### config.mk
export PLATFORM = sky130hd
export DESIGN_NAME = euclid_gcd
export DESIGN_NICKNAME = d
export VERILOG_FILES = /design/src/hdl/egcd_pkg.sv /design/src/hdl/egcd_alu.sv /design/src/hdl/egcd_ctrl.sv /design/src/hdl/euclid_gcd.sv
export SDC_FILE = /design/constraint.sdc
export NUM_CORES = 1
export LEC_CHECK = 0
export BUFFER_PORTS_ARGS = -buffer_cell sky130_fd_sc_hd__buf_4
export CORE_ASPECT_RATIO = 1.1
export CORE_UTILIZATION = 59
export CTS_CLUSTER_DIAMETER = 120
export DETAILED_ROUTE_END_ITERATION = 10
export GPL_TIMING_DRIVEN = 1
export PLACE_DENSITY = 0.83
export SETUP_SLACK_MARGIN = 0.02
export SLEW_MARGIN = 0
export SYNTH_ARGS = -nofsm -noshare
export SYNTH_HDL_FRONTEND = slang
export SYNTH_HIERARCHICAL = 1
export SYNTH_SLANG_ARGS = --single-unit
export TNS_END_PERCENT = 1
### constraint.sdc
create_clock -name clk -period 7.4 [get_ports clk]
set_input_delay 1.48 -clock clk [delete_from_list [all_inputs] [get_ports clk]]
set_output_delay 1.48 -clock clk [all_outputs]
set_load 0.02 [all_outputs]
### src/hdl/egcd_pkg.sv
// egcd_pkg: shared types for the Euclid gcd block.
// Holds the sequencer state encoding and the control/status bundles
// passed between the sequencer and the datapath. No dependencies.
package egcd_pkg;

  // One-hot sequencer states
  typedef enum logic [5:0] {
    ST_IDLE   = 6'b000001,
    ST_CHECK  = 6'b000010,
    ST_ALIGN  = 6'b000100,
    ST_REDUCE = 6'b001000,
    ST_SWAP   = 6'b010000,
    ST_DONE   = 6'b100000
  } state_t;

  // Datapath commands from the sequencer
  typedef struct packed {
    logic load;      // capture a new request
    logic align;     // subtractor compares against divisor doubled
    logic shift_up;  // double the working divisor while it fits under y
    logic reduce;    // conditional subtract, halve the working divisor
    logic swap;      // (x, y) <= (y mod x, x)
  } ctrl_t;

  // Datapath status back to the sequencer
  typedef struct packed {
    logic x_zero;    // first operand is zero, y holds the result
    logic can_shift; // doubled divisor still fits under y
    logic last_step; // working divisor is back at x
  } stat_t;

endpackage

### src/hdl/egcd_alu.sv
// egcd_alu: operand registers and the shared shift-subtract unit.
// Computes y mod x by aligning a working divisor and subtracting back down.
// Depends on egcd_pkg.
module egcd_alu #(
  parameter int DATA_WIDTH = 32
) (
  input  logic                  clk,
  input  egcd_pkg::ctrl_t       ctrl,
  input  logic [DATA_WIDTH-1:0] first_value,
  input  logic [DATA_WIDTH-1:0] second_value,
  output egcd_pkg::stat_t       stat,
  output logic [DATA_WIDTH-1:0] result
);
  import egcd_pkg::*;

  logic [DATA_WIDTH-1:0] x_r, x_nxt;
  logic [DATA_WIDTH-1:0] y_r, y_nxt;
  logic [DATA_WIDTH-1:0] d_r, d_nxt;
  logic [DATA_WIDTH:0]   opnd;
  logic [DATA_WIDTH+1:0] diff;
  logic                  ge;

  // single subtractor; extra top bit is the borrow
  assign opnd = ctrl.align ? {d_r, 1'b0} : {1'b0, d_r};
  assign diff = {2'b00, y_r} - {1'b0, opnd};
  assign ge   = ~diff[DATA_WIDTH+1];

  assign stat.x_zero    = (x_r == '0);
  assign stat.can_shift = ~d_r[DATA_WIDTH-1] & ge;
  assign stat.last_step = (d_r == x_r);
  assign result         = y_r;

  always_comb begin
    x_nxt = x_r;
    y_nxt = y_r;
    d_nxt = d_r;
    if (ctrl.load) begin
      x_nxt = first_value;
      y_nxt = second_value;
      d_nxt = first_value;
    end else if (ctrl.shift_up) begin
      if (stat.can_shift) begin
        d_nxt = {d_r[DATA_WIDTH-2:0], 1'b0};
      end
    end else if (ctrl.reduce) begin
      if (ge) begin
        y_nxt = diff[DATA_WIDTH-1:0];
      end
      d_nxt = {1'b0, d_r[DATA_WIDTH-1:1]};
    end else if (ctrl.swap) begin
      x_nxt = y_r;
      y_nxt = x_r;
      d_nxt = y_r;
    end
  end

  always_ff @(posedge clk) begin
    x_r <= x_nxt;
    y_r <= y_nxt;
    d_r <= d_nxt;
  end

endmodule

### src/hdl/egcd_ctrl.sv
// egcd_ctrl: sequencer for the gcd datapath.
// Steps load, align, reduce and swap until the first operand is zero.
// Depends on egcd_pkg.
module egcd_ctrl (
  input  logic            clk,
  input  logic            rst_n,
  input  logic            in_valid,
  output logic            in_ready,
  output logic            out_valid,
  input  logic            out_ready,
  input  egcd_pkg::stat_t stat,
  output egcd_pkg::ctrl_t ctrl
);
  import egcd_pkg::*;

  state_t state_r, state_nxt;

  assign in_ready  = (state_r == ST_IDLE);
  assign out_valid = (state_r == ST_DONE);

  always_comb begin
    state_nxt = state_r;
    ctrl      = '0;
    unique case (state_r)
      ST_IDLE: begin
        ctrl.load = in_valid;
        if (in_valid) begin
          state_nxt = ST_CHECK;
        end
      end
      ST_CHECK: begin
        state_nxt = stat.x_zero ? ST_DONE : ST_ALIGN;
      end
      ST_ALIGN: begin
        // datapath only doubles while the doubled divisor fits
        ctrl.align    = 1'b1;
        ctrl.shift_up = 1'b1;
        if (!stat.can_shift) begin
          state_nxt = ST_REDUCE;
        end
      end
      ST_REDUCE: begin
        ctrl.reduce = 1'b1;
        // divisor back at x: remainder is final after this subtract
        if (stat.last_step) begin
          state_nxt = ST_SWAP;
        end
      end
      ST_SWAP: begin
        ctrl.swap = 1'b1;
        state_nxt = ST_CHECK;
      end
      ST_DONE: begin
        if (out_ready) begin
          state_nxt = ST_IDLE;
        end
      end
      default: begin
        state_nxt = ST_IDLE;
      end
    endcase
  end

  always_ff @(posedge clk) begin
    if (!rst_n) begin
      state_r <= ST_IDLE;
    end else begin
      state_r <= state_nxt;
    end
  end

endmodule

### src/hdl/euclid_gcd.sv
// euclid_gcd: top level of the Euclid greatest common divisor block.
// Instantiates egcd_ctrl and egcd_alu; depends on egcd_pkg.
//
// Takes one request of two unsigned operands and returns their greatest
// common divisor; gcd(0,b)=b, gcd(a,0)=a, gcd(0,0)=0. One request is in
// flight at a time: in_tready is high only while idle, and the result is
// held on out_tdata until taken. Each remainder step y mod x runs on one
// shared (DATA_WIDTH+2)-bit subtractor: a zero check, compares that double
// the divisor up to the dividend, compare-subtracts that halve it back down
// to x, then a swap. Consecutive Fibonacci operands need the most remainder
// steps.
module euclid_gcd #(
  parameter int DATA_WIDTH = 32,
  localparam int InWidth  = ((2 * DATA_WIDTH + 7) / 8) * 8,
  localparam int OutWidth = ((DATA_WIDTH + 7) / 8) * 8
) (
  input  logic                clk,
  input  logic                rst_n,
  input  logic                in_tvalid,
  output logic                in_tready,
  input  logic [InWidth-1:0]  in_tdata,  // first_value, second_value
  output logic                out_tvalid,
  input  logic                out_tready,
  output logic [OutWidth-1:0] out_tdata  // divisor
);
  import egcd_pkg::*;

  ctrl_t                 ctrl;
  stat_t                 stat;
  logic [DATA_WIDTH-1:0] result;

  egcd_ctrl u_ctrl (
    .clk       (clk),
    .rst_n     (rst_n),
    .in_valid  (in_tvalid),
    .in_ready  (in_tready),
    .out_valid (out_tvalid),
    .out_ready (out_tready),
    .stat      (stat),
    .ctrl      (ctrl)
  );

  egcd_alu #(
    .DATA_WIDTH (DATA_WIDTH)
  ) u_alu (
    .clk          (clk),
    .ctrl         (ctrl),
    .first_value  (in_tdata[DATA_WIDTH-1:0]),
    .second_value (in_tdata[2*DATA_WIDTH-1:DATA_WIDTH]),
    .stat         (stat),
    .result       (result)
  );

  assign out_tdata = OutWidth'(result);

  // busy from the cycle after a request is taken
  a_busy_after_req: assert property (@(posedge clk) disable iff (!rst_n)
    in_tvalid && in_tready |=> !in_tready)
    else $error("accepted a request while one is in flight");

  a_no_overlap: assert property (@(posedge clk) disable iff (!rst_n)
    !(in_tready && out_tvalid))
    else $error("ready for input while a result is pending");

  // zero first operand: second comes straight back, by way of the check state
  a_zero_first: assert property (@(posedge clk) disable iff (!rst_n)
    in_tvalid && in_tready && (in_tdata[DATA_WIDTH-1:0] == '0)
    |-> ##2 out_tvalid
        && (out_tdata[DATA_WIDTH-1:0] == $past(in_tdata[2*DATA_WIDTH-1:DATA_WIDTH], 2)))
    else $error("gcd with zero first operand is wrong");

  a_result_nonzero: assert property (@(posedge clk) disable iff (!rst_n)
    $rose(out_tvalid) && (out_tdata[DATA_WIDTH-1:0] == '0) |-> $past(stat.x_zero))
    else $error("zero result without a zero check");

endmodule

==> impl_metrics.prom, run 1 <==
# TYPE chip_impl_metric gauge
chip_impl_info{name="outcome",value="complete, no violations"} 1
chip_impl_metric{name="antenna_diode_count",unit=""} 0
chip_impl_metric{name="timing.hold.worst_path_depth",unit=""} 2
chip_impl_metric{name="max_clock_freq",unit="MHz"} 196
chip_impl_metric{name="grt_start_max_net_pins",unit=""} 84
chip_impl_metric{name="crit_required",unit="ps"} 7370
chip_impl_metric{name="syn_nets",unit=""} 943
chip_impl_metric{name="groute.usage.overall",unit="%"} 30.9
chip_impl_metric{name="cts.reportedPaths.clkPinSlew",unit="ps"} 70
chip_impl_metric{name="peakVddDrop",unit="µV"} 215
chip_impl_metric{name="cts_max_level",unit=""} 3
chip_impl_metric{name="numPortBuffers",unit=""} 101
chip_impl_metric{name="synth_to_final_area_change",unit="%"} 15.0
chip_impl_metric{name="antenna_violating_nets_remaining",unit=""} 0
chip_impl_metric{name="synthesis.yosys.warnings",unit=""} 6
chip_impl_metric{name="synth-adder-area-share",unit="%"} 5.52
chip_impl_info{name="synth_top_cell_by_area",value="sky130_fd_sc_hd__edfxtp_1"} 1
chip_impl_metric{name="post-route-min-period",unit="ps"} 5110
chip_impl_info{name="most-common-layout-cells",value="sky130_fd_sc_hd__o21ai_0 (113), sky130_fd_sc_hd__buf_4 (109), sky130_fd_sc_hd__edfxtp_1 (96)"} 1
chip_impl_metric{name="timing.slew.headroom",unit="%"} 28.1
chip_impl_metric{name="synth_simple_gate_area_share",unit="%"} 13.6
chip_impl_metric{name="yosysUniqueCellTypes",unit=""} 68
chip_impl_info{name="clock_tree_root",value="sky130_fd_sc_hd__clkbuf_16"} 1
chip_impl_info{name="hold_path_end",value="u_alu/result[22]"} 1
chip_impl_metric{name="routed_wirelength",unit="µm"} 20400
chip_impl_metric{name="finalPower",unit="mW"} 2.88
chip_impl_metric{name="synth_xor_area_share",unit="%"} 6.66
chip_impl_metric{name="cts-root-to-sink-buffers",unit=""} 2
chip_impl_metric{name="finalNonFillerCells",unit=""} 1076
chip_impl_metric{name="first_global_vias",unit=""} 6102
chip_impl_metric{name="syn_inst",unit=""} 842
chip_impl_metric{name="clock-sinks",unit=""} 102
chip_impl_metric{name="drc",unit=""} 0
chip_impl_metric{name="initial_core_util",unit="%"} 60.5
chip_impl_info{name="timing.critical_path.to_type",value="flop"} 1
chip_impl_info{name="r2r_end",value="u_alu/result[31]"} 1
chip_impl_info{name="timing.hold.worst.start",value="u_alu/x_r[22]"} 1
chip_impl_metric{name="post_route_cells_drive_above_1_share",unit="%"} 16.2
chip_impl_metric{name="synth-seq-area-share",unit="%"} 39.4
chip_impl_metric{name="average_detailed_routed_wire_length_per_instance",unit="µm"} 18.9
chip_impl_info{name="timing.critical_path.from_type",value="flop"} 1
chip_impl_metric{name="die_height",unit="µm"} 121
chip_impl_metric{name="worst_pin_slew",unit="ps"} 1080
chip_impl_metric{name="placement.cell_area",unit="µm²"} 8490
chip_impl_metric{name="total_congestion_overflow_after_global_routing",unit=""} 0
chip_impl_metric{name="cts_buffers",unit=""} 9
chip_impl_metric{name="post_cts.resized_instances",unit=""} 0
chip_impl_metric{name="post-synth-top-area-fraction",unit="%"} 37.8
chip_impl_metric{name="design.core.area",unit="µm²"} 12600
chip_impl_metric{name="final.setup.tns",unit="ps"} 0
chip_impl_metric{name="synth_edf_count",unit=""} 96
chip_impl_metric{name="worstSkewPairLatency",unit="ps"} 350
chip_impl_metric{name="p_leak",unit="nW"} 3.37
chip_impl_info{name="synth_top_family_by_area",value="compound AO/OA/AOI/OAI gates"} 1
chip_impl_metric{name="rows",unit=""} 43
chip_impl_metric{name="syn-cell-area",unit="µm²"} 7620
chip_impl_metric{name="cts_setup_buffers",unit=""} 0
chip_impl_metric{name="die-area",unit="µm²"} 13400
chip_impl_info{name="r2r-start",value="u_ctrl/state_r[4]"} 1
chip_impl_metric{name="period_share",unit="%"} 69.1
chip_impl_info{name="tritoncts_clock_tree",value="built"} 1
chip_impl_info{name="timing.setup.critical_path_class",value="flop to flop"} 1
chip_impl_metric{name="post-dp-hpwl",unit="µm"} 14300
chip_impl_metric{name="clock-skew-final",unit="ps"} 9.74
chip_impl_metric{name="final_cell_area",unit="µm²"} 8760
chip_impl_metric{name="antenna_found_initial",unit=""} 0
chip_impl_metric{name="timing_max_transition_violations_final",unit=""} 0
chip_impl_metric{name="arrival",unit="ps"} 5090
chip_impl_metric{name="gp_congestion",unit=""} 0.938
chip_impl_metric{name="post_drt_via_cell_ratio",unit=""} 6.33
chip_impl_info{name="worst_hold_path_type",value="flop to flop"} 1
chip_impl_metric{name="worst_setup_slack_for_register_to_register_paths",unit="ps"} 2290
chip_impl_metric{name="final_hold_viol_count",unit=""} 0
chip_impl_info{name="yosys_most_used_dff",value="sky130_fd_sc_hd__edfxtp_1"} 1
chip_impl_metric{name="cellPowerDensity",unit="nW/µm²"} 329
chip_impl_metric{name="drtIter0Drc",unit=""} 759
chip_impl_metric{name="grt_pass1_wl",unit="µm"} 31600
chip_impl_metric{name="ff2ff_path_depth",unit=""} 14
chip_impl_metric{name="finalSetupViolations",unit=""} 0
chip_impl_metric{name="i_o_pins",unit=""} 102
chip_impl_info{name="rsz0062_at_grt",value="no"} 1
chip_impl_metric{name="postCtsHoldBufs",unit=""} 0
chip_impl_metric{name="timing.max_cap.violations",unit=""} 0
chip_impl_metric{name="synth_compound_gate_area_share",unit="%"} 21.1
chip_impl_metric{name="drt_pass_1_iters",unit=""} 7
chip_impl_metric{name="synth.avg_cell_area",unit="µm²"} 9.05
chip_impl_metric{name="ys_ff_latch",unit=""} 102
chip_impl_info{name="synth_area_leaders",value="sky130_fd_sc_hd__edfxtp_1 (38%), sky130_fd_sc_hd__mux2i_1 (8.9%), sky130_fd_sc_hd__o21ai_0 (7.4%)"} 1
chip_impl_metric{name="die_x",unit="µm"} 110
chip_impl_metric{name="dp.cells",unit=""} 1060
chip_impl_metric{name="synth.area.mux_share",unit="%"} 8.93
chip_impl_metric{name="count_of_nets_after_finishing",unit=""} 1015
chip_impl_metric{name="dr_total_vias",unit=""} 6809
chip_impl_metric{name="postSynth.asyncResetShare",unit="%"} 0
chip_impl_info{name="final_common_cell",value="sky130_fd_sc_hd__o21ai_0"} 1
chip_impl_metric{name="crit_path_max_fanout",unit=""} 66
[through the flow]
stage          setup slack (ps)  util [%]  hold WS, ps
2_1_floorplan              1250         -          590
3_3_place_gp               2510      67.4          622
3_5_place_dp               2340      67.4          618
4_1_cts                    2310      69.6          646
5_1_grt                    1960      69.6          676
6_report                   2290      69.6          661
[cells by family (layout without fill, tap and decap cells)]
group / Yosys count / count (layout)
DFF: 102 / 102
buffers and inverters: 97 / 174
and+or+nand+nor: 216 / 216
xor gates and xnor gates: 58 / 58
adders and majority gates: 33 / 33
muxes: 68 / 68
AOI/OAI and AO/OA: 268 / 268
[final cells by class]
class | count | area (µm²)
clock inverter | 7 | 50.0
sequential | 102 | 3000
fill | 1027 | 3820
tap | 157 | 196
clock buffer | 9 | 225
inverter | 49 | 184
timing repair buffer | 109 | 818
multi-input combinational | 643 | 4290
[flip-flops by register name (all words and copies together) (netlist names)]
signal,count
u_alu/d_r,32
u_alu/result,32
u_alu/x_r,32
u_ctrl/state_r,6
[synthesized netlist by cell type, drive strengths merged (8+ instances only)]
master and count:
mux2i 68, edfxtp 96, nor4 19, a21oi 78, nand4 8, xnor2 18
clkbuf 37, nor2 65, a22oi 14, ha 32, buf 11, o21ai 116
a21o 13, nor3 10, xor2 40, nand3 12, inv 49, nand2 69
[critical path, cell delays in order, from the launching register on]
cell	delay [ps]
sky130_fd_sc_hd__dfxtp_1	370
sky130_fd_sc_hd__nor4_1	380
sky130_fd_sc_hd__nor3b_2	230
sky130_fd_sc_hd__buf_4	630
sky130_fd_sc_hd__mux2i_1	210
sky130_fd_sc_hd__ha_1	310
sky130_fd_sc_hd__nor2b_2	140
sky130_fd_sc_hd__o2111ai_1	150
sky130_fd_sc_hd__a2111oi_2	420
sky130_fd_sc_hd__a211oi_2	130
sky130_fd_sc_hd__o21ai_2	190
sky130_fd_sc_hd__nand3_2	140
sky130_fd_sc_hd__o41ai_4	370
sky130_fd_sc_hd__nor3_2	150
sky130_fd_sc_hd__o21bai_4	850
[worst max-delay path by stage]
stage | startpoint | to | slack [ps]
finish | u_ctrl/state_r[4] | u_alu/result[31] | 2290
global route | u_ctrl/state_r[4] | u_alu/result[23] | 1960
CTS | u_ctrl/state_r[4] | u_alu/result[10] | 2310
detailed placement | u_ctrl/state_r[4] | u_alu/result[17] | 2340
global placement | u_ctrl/state_r[3] | u_alu/result[20] | 2510
floorplan | u_ctrl/state_r[3] | u_alu/d_r[0] | 1250
[metal layers]
| metal | track usage [%] | wire [µm] | vias up |
|---|---|---|---|
| li1 | - | - | 3231 |
| met1 | 44.3 | 8890 | 3183 |
| met2 | 48.2 | 9480 | 351 |
| met3 | 4.30 | 1500 | 44 |
| met4 | 9.62 | 484 | 0 |
| met5 | 0 | 0 | - |
[power breakdown]
| part | internal (mW) | switching, mW | total (mW) |
|---|---|---|---|
| Clock | 0.229 | 0.223 | 0.452 |
| Combinational | 0.552 | 0.846 | 1.40 |
| Sequential | 0.850 | 0.183 | 1.03 |
Note: power is estimated with default switching activity, not from simulation.
==> run 2, diff against run 1 <==
- clock period: 7.4 -> 5.1 ns (I/O delays scaled with it)
==> run 2 against run 1 <==
Net effect:
- power up 47%
- via count about the same
- sequential share of layout area down 0.47 points
- register-to-register slack worse by 2000 ps
- clock power up 50%
- global-route usage up 1.7 points
- largest power group unchanged
- highest routed layer unchanged
==> impl_metrics.prom, run 2 (same netlist as run 1, synthesis figures left out) <==
# TYPE chip_impl_metric gauge
chip_impl_info{name="timing.setup.critical_path_class",value="flop to flop"} 1
chip_impl_metric{name="num-fill-cells",unit=""} 1028
chip_impl_metric{name="timing_max_transition_violations_final",unit=""} 0
chip_impl_info{name="path_common_cell",value="sky130_fd_sc_hd__o21ai_0"} 1
chip_impl_metric{name="timing.slew.headroom",unit="%"} 50.5
chip_impl_metric{name="crit_path_max_fanout",unit=""} 33
chip_impl_metric{name="postCtsHoldBufs",unit=""} 0
chip_impl_info{name="final_common_cell",value="sky130_fd_sc_hd__buf_4"} 1
chip_impl_metric{name="rows",unit=""} 43
chip_impl_metric{name="timing.max_cap.violations",unit=""} 0
chip_impl_metric{name="post_route_cells_drive_above_1_share",unit="%"} 17.0
chip_impl_info{name="worst_hold_path_type",value="flop to flop"} 1
chip_impl_metric{name="timing.final.ws_setup",unit="ps"} 305
chip_impl_metric{name="post-dp-hpwl",unit="µm"} 15000
chip_impl_metric{name="synth_to_final_area_change",unit="%"} 16.6
chip_impl_metric{name="drc",unit=""} 0
chip_impl_metric{name="routed_wirelength",unit="µm"} 21000
chip_impl_metric{name="average_detailed_routed_wire_length_per_instance",unit="µm"} 19.3
chip_impl_info{name="clock_tree_root",value="sky130_fd_sc_hd__clkbuf_16"} 1
chip_impl_metric{name="post-route-min-period",unit="ps"} 4800
chip_impl_metric{name="post_cts.resized_instances",unit=""} 0
chip_impl_metric{name="design.core.area",unit="µm²"} 12600
chip_impl_metric{name="crit_required",unit="ps"} 5400
chip_impl_metric{name="finalPower",unit="mW"} 4.23
chip_impl_metric{name="initial_core_util",unit="%"} 60.5
chip_impl_metric{name="period_share",unit="%"} 94.0
chip_impl_metric{name="groute.usage.overall",unit="%"} 32.6
chip_impl_metric{name="arrival",unit="ps"} 5090
chip_impl_metric{name="timing.critical_path.slowest_cell_delay",unit="ps"} 560
chip_impl_metric{name="cts.reportedPaths.clkPinSlew",unit="ps"} 70
chip_impl_metric{name="clock-skew-final",unit="ps"} 9.06
chip_impl_info{name="most-common-layout-cells",value="sky130_fd_sc_hd__buf_4 (121), sky130_fd_sc_hd__o21ai_0 (113), sky130_fd_sc_hd__edfxtp_1 (96)"} 1
chip_impl_info{name="critPathTopFamily",value="simple AND/OR/NAND/NOR gates"} 1
chip_impl_metric{name="p_leak",unit="nW"} 3.46
chip_impl_metric{name="worstSkewPairLatency",unit="ps"} 360
chip_impl_metric{name="grt_pass1_wl",unit="µm"} 32700
chip_impl_metric{name="final.setup.tns",unit="ps"} 0
chip_impl_metric{name="worstPathBufferInverterCount",unit=""} 2
chip_impl_metric{name="i_o_pins",unit=""} 102
chip_impl_metric{name="cts_buffers",unit=""} 9
chip_impl_metric{name="drt_pass_1_iters",unit=""} 5
chip_impl_metric{name="clock-sinks",unit=""} 102
chip_impl_metric{name="cts_max_level",unit=""} 3
chip_impl_metric{name="die-area",unit="µm²"} 13400
chip_impl_info{name="timing.critical_path.from_type",value="flop"} 1
chip_impl_info{name="worstPathCellList",value="nor4_1 > nor3b_4 > buf_4 > buf_12 > mux2i_1 > ha_1 > a21oi_1 > o21a_1 > o21ai_0 > a31oi_1 > o21ai_0 > a21oi_1 > o41ai_4 > nor3_2 > nor3_1 > and3b_1 > o21ai_0 > and3_4 > and3_1"} 1
chip_impl_metric{name="total_congestion_overflow_after_global_routing",unit=""} 0
chip_impl_info{name="timing.critical_path.to_type",value="flop"} 1
chip_impl_metric{name="count_of_nets_after_finishing",unit=""} 1028
chip_impl_metric{name="cts-root-to-sink-buffers",unit=""} 2
chip_impl_metric{name="gp_congestion",unit=""} 0.925
chip_impl_metric{name="grt_start_max_net_pins",unit=""} 83
chip_impl_metric{name="final_hold_viol_count",unit=""} 0
chip_impl_info{name="outcome",value="complete, no violations"} 1
chip_impl_metric{name="antenna_violating_nets_remaining",unit=""} 0
chip_impl_metric{name="first_global_vias",unit=""} 6296
chip_impl_metric{name="die_height",unit="µm"} 121
chip_impl_metric{name="final_cell_area",unit="µm²"} 8890
chip_impl_metric{name="die_x",unit="µm"} 110
chip_impl_metric{name="placement.cell_area",unit="µm²"} 8580
chip_impl_metric{name="utilization",unit="%"} 70.6
chip_impl_metric{name="numPortBuffers",unit=""} 101
chip_impl_metric{name="finalSetupViolations",unit=""} 0
chip_impl_metric{name="cts_setup_buffers",unit=""} 0
chip_impl_info{name="tritoncts_clock_tree",value="built"} 1
chip_impl_metric{name="antenna_found_initial",unit=""} 0
chip_impl_metric{name="peakVddDrop",unit="µV"} 352
chip_impl_metric{name="antenna_diode_count",unit=""} 0
chip_impl_metric{name="dr_total_vias",unit=""} 6805
chip_impl_metric{name="cellPowerDensity",unit="nW/µm²"} 477
chip_impl_metric{name="drtIter0Drc",unit=""} 638
chip_impl_metric{name="worst_slack_at_placement",unit="ps"} 338
chip_impl_metric{name="max_clock_freq",unit="MHz"} 209
chip_impl_metric{name="worst_pin_slew",unit="ps"} 743
chip_impl_info{name="cp_max_delay_cell",value="sky130_fd_sc_hd__nor4_1"} 1
chip_impl_metric{name="post_drt_via_cell_ratio",unit=""} 6.25
[run 2: changes by cell type in the layout (fill, tap and decap cells not counted)]
| cell | change |
|---|---|
| sky130_fd_sc_hd__clkbuf_1 | +1 |
| sky130_fd_sc_hd__nor3b_2 | -1 |
| sky130_fd_sc_hd__clkinvlp_4 | -3 |
| sky130_fd_sc_hd__buf_4 | +12 |
| sky130_fd_sc_hd__clkinv_1 | +2 |
| sky130_fd_sc_hd__bufinv_16 | +1 |
| sky130_fd_sc_hd__clkinv_2 | -1 |
| sky130_fd_sc_hd__nor3b_4 | +1 |
| sky130_fd_sc_hd__inv_6 | -1 |
| sky130_fd_sc_hd__buf_12 | +1 |
[run 2: layer usage]
layer  up-vias  track usage [%]  wire length [µm]
li1       3248                -                 -
met1      3244             46.9              9320
met2       268             49.1              9640
met3        45             4.19              1380
met4         0             13.7               665
met5         -                0                 0
[run 2: path summary, 6_finish.rpt]
| check | start | to | slack, ps | cells past startpoint |
|---|---|---|---|---|
| max | u_ctrl/state_r[3] | u_ctrl/state_r[4] | 300 | 19 |
| min | u_alu/x_r[22] | u_alu/result[22] | 670 | 2 |
| max reg2reg | u_ctrl/state_r[3] | u_ctrl/state_r[4] | 300 | 19 |
| min reg2reg | u_alu/x_r[22] | u_alu/result[22] | 670 | 2 |
[run 2: layout make-up]
type | instances | area (µm²) | area share (%)
Clock buffer | 10 | 229 | 2.58
Clock inverter | 5 | 51.3 | 0.577
Inverter | 49 | 184 | 2.07
Multi-Input combinational cell | 643 | 4290 | 48.3
Sequential cell | 102 | 3000 | 33.8
Tap cell | 157 | 196 | 2.21
Timing Repair Buffer | 122 | 928 | 10.4
[run 2: where the power goes]
part | internal, mW | switching, mW
Clock | 0.375 | 0.303
Combinational | 0.813 | 1.24
Sequential | 1.23 | 0.267
[run 2: tightest hold or removal path, cell delays in order (launching register included)]
cell and delay [ps]:
sky130_fd_sc_hd__edfxtp_1 390, sky130_fd_sc_hd__a22oi_1 80, sky130_fd_sc_hd__o21ai_0 80
[run 2: per-stage QoR]
step	cells	hold slack, ps
final	1088	668
after global routing	1088	701
after CTS	1084	665
after detailed placement	1069	647
after global placement	1069	627
after floorplan	842	590
==> run 3, diff against run 2 <==
--- a/config.mk
+++ b/config.mk
@@ -9,7 +9,8 @@
 export CORE_ASPECT_RATIO = 1.1
-export CORE_UTILIZATION = 59
+export CORE_UTILIZATION = 53
 export CTS_CLUSTER_DIAMETER = 120
 export DETAILED_ROUTE_END_ITERATION = 10
+export GPL_ROUTABILITY_DRIVEN = 0
 export GPL_TIMING_DRIVEN = 1
-export PLACE_DENSITY = 0.83
+export PLACE_DENSITY = 0.79
 export SETUP_SLACK_MARGIN = 0.02
==> constraint.sdc (replaced) <==
create_clock -name clk -period 4 [get_ports clk]
set_input_delay 0.8 -clock clk [delete_from_list [all_inputs] [get_ports clk]]
set_output_delay 0.8 -clock clk [all_outputs]
set_load 0.1 [all_outputs]
==> run 3 against run 2 <==
Net effect:
- the flow now finishes with violations (setup timing)
- clock-buffer cell count is 1 higher
- critical path depth is 2 lower
- setup slack worse by 500 ps
- combinational power is 71% higher
- sequential power is 27% higher
- final cell count is 7.7% higher
- clock skew is 1.9 ps lower
- die area is 11% higher
- clock power is 45% higher
- cell area is 7.9% higher
- critical path type unchanged
==> impl_metrics.prom, run 3 (same netlist as run 1, synthesis figures left out) <==
# TYPE chip_impl_metric gauge
chip_impl_info{name="outcome",value="finished, violations left"} 1
chip_impl_info{name="violations",value="setup timing"} 1
chip_impl_metric{name="worst_pin_slew",unit="ps"} 674
chip_impl_metric{name="average_detailed_routed_wire_length_per_instance",unit="µm"} 18.4
chip_impl_info{name="tritoncts_clock_tree",value="built"} 1
chip_impl_metric{name="power.internal",unit="mW"} 3.50
chip_impl_metric{name="grt_pass1_wl",unit="µm"} 33800
chip_impl_metric{name="num-fill-cells",unit=""} 1047
chip_impl_metric{name="initial_core_util",unit="%"} 54.8
chip_impl_metric{name="post_route_cells_drive_above_1_share",unit="%"} 23.0
chip_impl_metric{name="period_share",unit="%"} 105
chip_impl_metric{name="finalNonFillerCells",unit=""} 1172
chip_impl_metric{name="antenna_found_initial",unit=""} 0
chip_impl_info{name="rsz0062_at_grt",value="yes"} 1
chip_impl_metric{name="antenna_violating_nets_remaining",unit=""} 0
chip_impl_metric{name="post_drt_via_cell_ratio",unit=""} 6.02
chip_impl_metric{name="timing.slew.headroom",unit="%"} 54.7
chip_impl_metric{name="post-route-min-period",unit="ps"} 4200
chip_impl_metric{name="drc",unit=""} 0
chip_impl_metric{name="clock-skew-final",unit="ps"} 7.21
chip_impl_metric{name="total_congestion_overflow_after_global_routing",unit=""} 0
chip_impl_metric{name="switching_power",unit="mW"} 2.92
chip_impl_metric{name="final_hold_viol_count",unit=""} 0
chip_impl_metric{name="timing.max_cap.violations",unit=""} 0
chip_impl_info{name="timing.setup.critical_path_class",value="flop to flop"} 1
chip_impl_metric{name="peakVddDrop",unit="µV"} 339
chip_impl_metric{name="cts_buffers",unit=""} 9
chip_impl_metric{name="grt_start_max_net_pins",unit=""} 73
chip_impl_metric{name="cts-root-to-sink-buffers",unit=""} 2
chip_impl_metric{name="antenna_diode_count",unit=""} 0
chip_impl_metric{name="synth_to_final_area_change",unit="%"} 25.8
chip_impl_metric{name="die-area",unit="µm²"} 14900
chip_impl_metric{name="count_of_nets_after_finishing",unit=""} 1080
chip_impl_metric{name="dp.cells",unit=""} 1140
chip_impl_info{name="final_common_cell",value="sky130_fd_sc_hd__buf_4"} 1
chip_impl_metric{name="finalSetupViolations",unit=""} 66
chip_impl_metric{name="first_global_vias",unit=""} 6676
chip_impl_metric{name="design.core.area",unit="µm²"} 13900
chip_impl_info{name="clock_tree_root",value="sky130_fd_sc_hd__clkbuf_16"} 1
chip_impl_metric{name="groute.usage.overall",unit="%"} 29.6
chip_impl_info{name="timing.critical_path.to_type",value="flop"} 1
chip_impl_metric{name="max_clock_freq",unit="MHz"} 238
chip_impl_metric{name="drtIter0Drc",unit=""} 636
chip_impl_metric{name="i_o_pins",unit=""} 102
chip_impl_metric{name="die_x",unit="µm"} 116
chip_impl_info{name="worst_hold_path_type",value="flop to flop"} 1
chip_impl_metric{name="worstSkewPairLatency",unit="ps"} 360
chip_impl_metric{name="rows",unit=""} 45
chip_impl_metric{name="drt_pass_1_iters",unit=""} 6
chip_impl_metric{name="p_leak",unit="nW"} 3.77
chip_impl_metric{name="dr_total_vias",unit=""} 7053
chip_impl_metric{name="timing.final.ws_setup",unit="ps"} -199
chip_impl_metric{name="sequential_power_share",unit="%"} 29.7
chip_impl_metric{name="clockPowerShare",unit="%"} 15.4
chip_impl_metric{name="power.combinational.fraction",unit="%"} 55.0
chip_impl_metric{name="crit_required",unit="ps"} 4070
chip_impl_info{name="most-common-layout-cells",value="sky130_fd_sc_hd__buf_4 (161), sky130_fd_sc_hd__o21ai_0 (109), sky130_fd_sc_hd__edfxtp_1 (96)"} 1
chip_impl_metric{name="routed_wirelength",unit="µm"} 21600
chip_impl_metric{name="arrival",unit="ps"} 4270
chip_impl_metric{name="post-dp-hpwl",unit="µm"} 15600
chip_impl_metric{name="power.share.switching",unit="%"} 45.5
chip_impl_metric{name="timing_max_transition_violations_final",unit=""} 0
chip_impl_metric{name="worst_slack_at_placement",unit="ps"} -171
chip_impl_metric{name="cts.reportedPaths.clkPinSlew",unit="ps"} 70
chip_impl_metric{name="numPortBuffers",unit=""} 101
chip_impl_metric{name="crit_path_max_fanout",unit=""} 8
chip_impl_metric{name="clock-sinks",unit=""} 102
chip_impl_info{name="timing.critical_path.from_type",value="flop"} 1
chip_impl_metric{name="cts_max_level",unit=""} 3
chip_impl_metric{name="die_height",unit="µm"} 128
chip_impl_metric{name="cellPowerDensity",unit="nW/µm²"} 669
## run 3: worst max-delay path: stages (launching register included)
cell	delay (ps)
sky130_fd_sc_hd__dfxtp_2	340
sky130_fd_sc_hd__nor4_4	300
sky130_fd_sc_hd__nor3b_4	300
sky130_fd_sc_hd__buf_6	210
sky130_fd_sc_hd__buf_12	140
sky130_fd_sc_hd__mux2i_1	80
sky130_fd_sc_hd__ha_1	370
sky130_fd_sc_hd__nand3_2	130
sky130_fd_sc_hd__a2111oi_4	300
sky130_fd_sc_hd__a211oi_2	90
sky130_fd_sc_hd__o21ai_2	180
sky130_fd_sc_hd__nand3_2	130
sky130_fd_sc_hd__o41ai_4	460
sky130_fd_sc_hd__nor3_4	80
sky130_fd_sc_hd__buf_6	130
sky130_fd_sc_hd__o41ai_4	290
sky130_fd_sc_hd__buf_6	190
sky130_fd_sc_hd__clkbuf_16	170
## run 3: worst paths after layout
path / from / endpoint / slack (ps) / cells past startpoint
worst max register to register: u_ctrl/state_r[1] / u_alu/d_r[3] / -200 / 17
worst min-delay path: u_alu/x_r[24] / u_alu/result[24] / 660 / 2
worst min register to register: u_alu/x_r[24] / u_alu/result[24] / 660 / 2
worst max-delay path: u_ctrl/state_r[1] / u_alu/d_r[3] / -200 / 17
## run 3: through the flow
| step | total power [mW] | instance area (µm²) | TNS [ps] | util (%) | hold slack, ps |
|---|---|---|---|---|---|
| after floorplan | 4.16 | 7670 | -42920 | - | 590 |
| after global placement | 5.11 | 8970 | -182 | 64.5 | 617 |
| after detailed placement | 5.16 | 8970 | -4600 | 64.5 | 631 |
| after CTS | 6.17 | 9320 | -1740 | 67.0 | 648 |
| after global routing | 6.77 | 9590 | -19700 | 69.0 | 697 |
| final | 6.42 | 9590 | -7790 | 69.0 | 661 |
## run 3: layer usage
metal	global-route usage [%]	vias up	wire length (µm)
met3	3.69	55	1620
met1	41.2	3287	9200
met2	46.6	354	10200
li1	-	3357	-
met5	0	-	0
met4	11.5	0	624
## run 3: timing repair
action	CTS	global route
gates resized for setup	5	32
pin swaps	0	18
endpoints found under the hold margin	0	0
hold buffers	0	0
gates cloned	0	3
setup buffers	0	13
setup endpoints to repair	56	76
## run 3: layout make-up
cell class	count	area [µm²]	share of cell area, %
clock buffer	11	233	2.43
timing repair buffer	174	1410	14.7
sequential	102	3000	31.3
tap	188	235	2.45
inverter	49	184	1.92
clock inverter	5	97.6	1.02
multi-input combinational	643	4430	46.2
## run 3: power groups by stage
stage	logic [mW]	registers (mW)	clock network, mW
finish	3.53	1.91	0.985
global route	3.81	1.94	1.02
CTS	3.28	1.89	0.990
detailed placement	3.25	1.91	0
global placement	3.21	1.90	0
floorplan	1.81	2.35	0
